<file path="config.mk">
export PLATFORM = sky130hd
export DESIGN_NAME = crbsc_cell
export DESIGN_NICKNAME = d
export VERILOG_FILES = /design/src/rtl/crbsc_pkg.sv /design/src/rtl/crbsc_cell.sv
export SDC_FILE = /design/constraint.sdc
export NUM_CORES = 1
export LEC_CHECK = 0
export BUFFER_PORTS_ARGS = -buffer_cell sky130_fd_sc_hd__buf_2
export CORE_ASPECT_RATIO = 1.4
export CORE_MARGIN = 2
export CORE_UTILIZATION = 35
export DETAILED_ROUTE_END_ITERATION = 7
export GPL_TIMING_DRIVEN = 0
export SYNTH_ARGS = -nofsm -noshare
export SYNTH_HDL_FRONTEND = slang
export SYNTH_SLANG_ARGS = --single-unit
</file>
<file path="constraint.sdc">
create_clock -name clock -period 13.5 [get_ports clock]
set_clock_uncertainty 0.05 [all_clocks]
set_input_delay 4.05 -clock clock [delete_from_list [all_inputs] [get_ports clock]]
set_output_delay 4.05 -clock clock [all_outputs]
set_load 0.02 [all_outputs]
</file>
<file path="src/rtl/crbsc_pkg.sv">
// Shared types and constants for the constrained-run binary string counter.
`timescale 1ns / 1ps

package crbsc_pkg;

   // Result width and modulus
   localparam int unsigned COUNT_W = 30;
   localparam int unsigned FIELD_W = 10;
   localparam logic [COUNT_W-1:0] MODULUS     = 30'd1000000007;
   localparam logic [31:0]        MODULUS_X2  = 32'd2000000014;

   // Sequencer states, one-hot
   typedef enum logic [5:0] {
      ST_IDLE  = 6'b000001,
      ST_INIT  = 6'b000010,
      ST_SWEEP = 6'b000100,
      ST_DRAIN = 6'b001000,
      ST_FINAL = 6'b010000,
      ST_FWAIT = 6'b100000
   } state_type;

   // Controls from the sequencer to the cell unit
   typedef struct packed {
      logic arrive;   // read data (or the trailing zero) lands this cycle
      logic synth;    // trailing zero past column 0 of the row
      logic clear;    // restart the window for a new row
      logic triple;   // mode 1: three-term sum
   } cell_ctrl_type;

endpackage

</file>
<file path="src/rtl/crbsc_cell.sv">
// Cell update unit: sliding window of old row values and the modular sum.
`timescale 1ns / 1ps

module crbsc_cell (
   input  logic                               clock,
   input  logic                               reset,
   input  crbsc_pkg::cell_ctrl_type           ctrl,
   input  logic [crbsc_pkg::COUNT_W-1:0]      rd_data,
   output logic                               wr_en,
   output logic [crbsc_pkg::COUNT_W-1:0]      wr_data
);

   logic [1:0]                          fill_ff, fill_in;
   logic [crbsc_pkg::COUNT_W-1:0]       p1_ff, p1_in;
   logic [crbsc_pkg::COUNT_W-1:0]       p2_ff, p2_in;
   logic [crbsc_pkg::COUNT_W-1:0]       cur;
   logic [31:0]                         sum;

   // Newest old value: memory data, or zero left of column 0
   assign cur = ctrl.synth ? '0 : rd_data;

   // p2 is the entry being updated, p1 its left neighbour, cur two to the left
   always_comb begin
      sum = {2'b00, p2_ff} + {2'b00, p1_ff} + (ctrl.triple ? {2'b00, cur} : 32'd0);
      if (sum >= crbsc_pkg::MODULUS_X2) begin
         sum = sum - crbsc_pkg::MODULUS_X2;
      end else if (sum >= {2'b00, crbsc_pkg::MODULUS}) begin
         sum = sum - {2'b00, crbsc_pkg::MODULUS};
      end
   end

   assign wr_en   = ctrl.arrive && (fill_ff == 2'd2);
   assign wr_data = sum[crbsc_pkg::COUNT_W-1:0];

   // Window shift and fill tracking
   always_comb begin
      fill_in = fill_ff;
      p1_in   = p1_ff;
      p2_in   = p2_ff;
      if (ctrl.arrive) begin
         p2_in = p1_ff;
         p1_in = cur;
         if (fill_ff != 2'd2) begin
            fill_in = fill_ff + 2'd1;
         end
      end
      if (ctrl.clear) begin
         fill_in = 2'd0;
      end
   end

   always_ff @(posedge clock) begin
      if (reset) begin
         fill_ff <= 2'd0;
      end else begin
         fill_ff <= fill_in;
      end
   end

   always_ff @(posedge clock) begin
      p1_ff <= p1_in;
      p2_ff <= p2_in;
   end

endmodule

</file>
==> flow_summary.yaml <==
global_routing:
  grt_pass1_vias: 5301
  global_route.overflow_total: 0
  grt_usage_pct: 17.76
  grt_max_degree: 63
  grt_first_pass_wirelength_mm: 27.43
  grt_antenna_before_repair: 0
placed_design:
  numPlacedInstances: 986
  port_buffers: 64
  post-dp-hpwl_mm: 13.00
  dpl_cell_area_um2: 7048
  finalWeightedCongestion: 0.8897
die:
  start_util_pct: 35.71
  placeableCoreArea_um2: 18000
  fp.dieW_um: 118.5
  die_area_um2: 19480
  floorplan.rows: 58
  io_pins: 67
  die_h_um: 164.3
min_path:
  hp-class: "register to register"
  whs_path_depth: 0
  holdPathEnd: "p2_ff[3]$_DFFE_PP_"
  hold_path_startpoint: "p1_ff[3]$_DFFE_PP_"
timing:
  timing_max_transition_violations_final: 0
  finalSetupViolCount: 0
  tightestPinTransition_ps: 823.6
  worst_slew_margin_rel_pct: 45.10
  timing_limited_maximum_frequency_ghz: 0.07493
  period_utilization_post_route_pct: 98.86
  unrepaired_setup_endpoints_after_global_routing: "true"
  finalWorstPathRequiredPeriod_ps: 13350
  timing_hold_violations_final: 0
drt:
  detail_route.vias_per_cell: 5.372
  drt_wl_total_mm: 16.95
  postRouteAntennaNets: 0
  vias: 5388
  drt-wirelength-per-cell_um: 16.90
  initial_detailed_routing_violation_count: 313
  drc: 0
  drt_pass1_iterations: 4
finish:
  nFillCells: 1866
  syn2layout_area_growth_pct: 15.57
  seqCellArea_um2: 1842
  final-instance-count-excl-fill: 1003
  final_area_um2: 7428
  final_core_util_pct: 41.28
  antenna_cells_inserted: 0
  final_layout_size_suffix_gt1_share_pct: 18.87
  finalNetCount: 858
  multi_input_area_um2: 4403
clock_tree:
  cts.reportedPaths.clkPinSlew_ps: 60
  ctsRootBufferMaster: "clkbuf_16"
  cts_max_level: 3
  number_of_buffers_inserted_during_clock_tree_synthesis: 9
  clk_latency_ps: 350
  ctsHoldBuffers: 0
  clock_sink_count: 62
  clock_path_buffers: 2
  tritoncts: "yes"
yosys:
  synth.distinct_cells: 87
  synth_cells: 682
  netlist.top_cell.by_area: "edfxtp_1"
  synth_warnings: 0
  ys_top_cells_by_area: "edfxtp_1, fa_1, ha_1"
  synth-seq-cells: 62
  share_of_async_settable_or_async_resettable_flops_after_synthesis_pct: 0
  synth-main-ff-cell: "edfxtp_1"
  synth-seq-area-share_pct: 28.65
  netlist.area_leader.share_pct: 28.03
  avg_synthesized_cell_area_um2: 9.424
  synth-edff-count: 60
  synthesized_net_count: 782
  syn_area_um2: 6427
power_and_ir_drop:
  ir_drop_v: 0.00007427
  power_density_nw_per_um2: 199.8
  power.leakage_nw: 2.906
worst_setup_path:
  crit_path_end_kind: "primary output"
  timing.rr.start: "fill_ff[0]$_SDFFE_PP0P_"
  worstSetupPathType: "primary input to primary output"
  worst_r2r_path_depth: 5
  arrival_ps: 9250
  critical_path.max_fanout: 10
  critPathRequiredTime_ps: 9400
  timing.critical_path.from: "ctrl[2]"
  startpoint_type: "primary input"
  critical_path.reg2reg.endpoint: "fill_ff[1]$_SDFFE_PP0P_"
  reg2reg_slack_ps: 12150
job:
  max_cap_viol_count: 0
outcome:
  outcome: "finished clean"
-- cells in the mapped netlist (6+ instances only) --
master,instances
a21oi_1,43
o21a_1,7
a21o_1,12
nand3_1,15
fa_1,31
xor2_1,16
edfxtp_1,60
xnor2_1,33
nor2_1,41
nand2_1,55
buf_2,14
ha_1,33
clkbuf_1,13
nor3_1,17
a211oi_1,7
o21ai_1,10
nand2b_1,9
o21ai_0,27
nor2b_1,33
and2_1,37
a21oi_2,6
inv_1,18
a31oi_1,10
nand4_1,10
-- report_power, final --
| part | total, mW | internal (mW) | switching (mW) |
|---|---|---|---|
| clock | 0.260 | 0.162 | 0.0984 |
| sequential | 0.237 | 0.228 | 0.00925 |
| combinational | 0.987 | 0.354 | 0.633 |
| total | 1.48 | 0.743 | 0.741 |
-- placed cells by master (no fill, tap or decap), types with 4 or more instances in the layout --
master	netlist	routed
clkbuf_2	1	5
ha_1	33	33
a211oi_1	7	7
buf_4	2	4
a31oi_1	10	8
nand3_1	15	15
fa_1	31	31
nand2_1	55	55
nor2b_1	33	33
xor2_1	16	16
xnor2_1	33	32
edfxtp_1	60	60
a21oi_1	43	42
a21oi_2	6	7
nand2b_1	9	9
o21ai_1	10	9
o21a_1	7	7
nand3b_1	5	5
clkbuf_16	0	9
clkbuf_1	13	9
a21o_1	12	12
nor3_1	17	17
nor3b_1	5	5
and2_1	37	37
o211ai_1	5	5
inv_1	18	18
a31oi_2	2	4
o21ai_0	27	27
buf_2	14	77
or3_1	5	5
nor2_1	41	41
and3_1	5	5
nand4_1	10	10
-- logic make-up (layout without fill, tap and decap cells) --
logic type,Yosys count,count (layout),share of synthesized area [%]
flops,62,62,28.65
mux,3,3,0.4672
fa+ha+maj,64,64,16.08
simple gates,257,257,21.78
xor+xnor,51,51,7.183
buf+inv,50,131,3.562
compound gates,195,195,22.27
-- through the flow --
stage          hold WS [ps]  total power, mW  TNS [ps]  worst slack (ps)
2_1_floorplan         420.8           0.9506         0             807.8
3_3_place_gp          424.4            1.213     -5480            -375.7
3_5_place_dp          434.0            1.213     -5904            -367.4
4_1_cts               440.7            1.482         0             3.425
5_1_grt               455.8            1.588    -66.94            -56.67
6_report              436.2            1.484         0             153.4
-- final cells by class --
| class | count | area share (%) |
|---|---|---|
| plain buffers | 32 | 2.291 |
| clock buffers | 10 | 3.082 |
| clock inverters | 6 | 1.162 |
| inverters | 18 | 0.9096 |
| multi-input cells | 570 | 59.27 |
| flip-flops and latches | 62 | 24.79 |
| well taps | 240 | 4.042 |
| repair buffers | 65 | 4.447 |
-- worst max-delay path: stages --
cell and delay [ps]:
clkbuf_4 240, nor2b_1 90, and2_1 170, fa_1 490, ha_1 210, inv_1 70, fa_1 430, nand2b_1 200
a211oi_1 320, a221oi_2 130, a21oi_2 240, nand3_1 130, or4_1 590, a2111o_1 480, a21oi_2 260, o21a_4 230
nor2_1 90, buf_6 170, a31oi_1 200, xnor2_1 220, buf_2 230
-- sequential cells by signal (all words and copies together), names as in the netlist --
signal   flops
fill_ff      2
p1_ff       30
p2_ff       30
-- worst max-delay path by stage --
stage                     cells after the start           to  slack, ps
after detailed placement                     20  wr_data[22]       -370
after global routing                         21  wr_data[20]        -60
after global placement                       20  wr_data[22]       -380
after CTS                                    21  wr_data[20]          3
after floorplan                              20  wr_data[24]        810
final                                        21  wr_data[20]        150
-- per-layer routing --
layer	vias up	wire, um	part of all wire, %	global-route usage, %
met4	0	346	2.0	5.465
met3	24	593	3.5	2.778
li1	2684	-	-	-
met2	111	8295	49	30.75
met5	-	0	0	0
met1	2569	7714	46	22.78
-- repair_timing --
item                       4_1_cts  5_1_grt
gates resized for setup          4       14
pin swaps                        0        2
setup endpoints to repair       29       27
setup buffers                    0        1
Power figures use the tool's default switching activity.
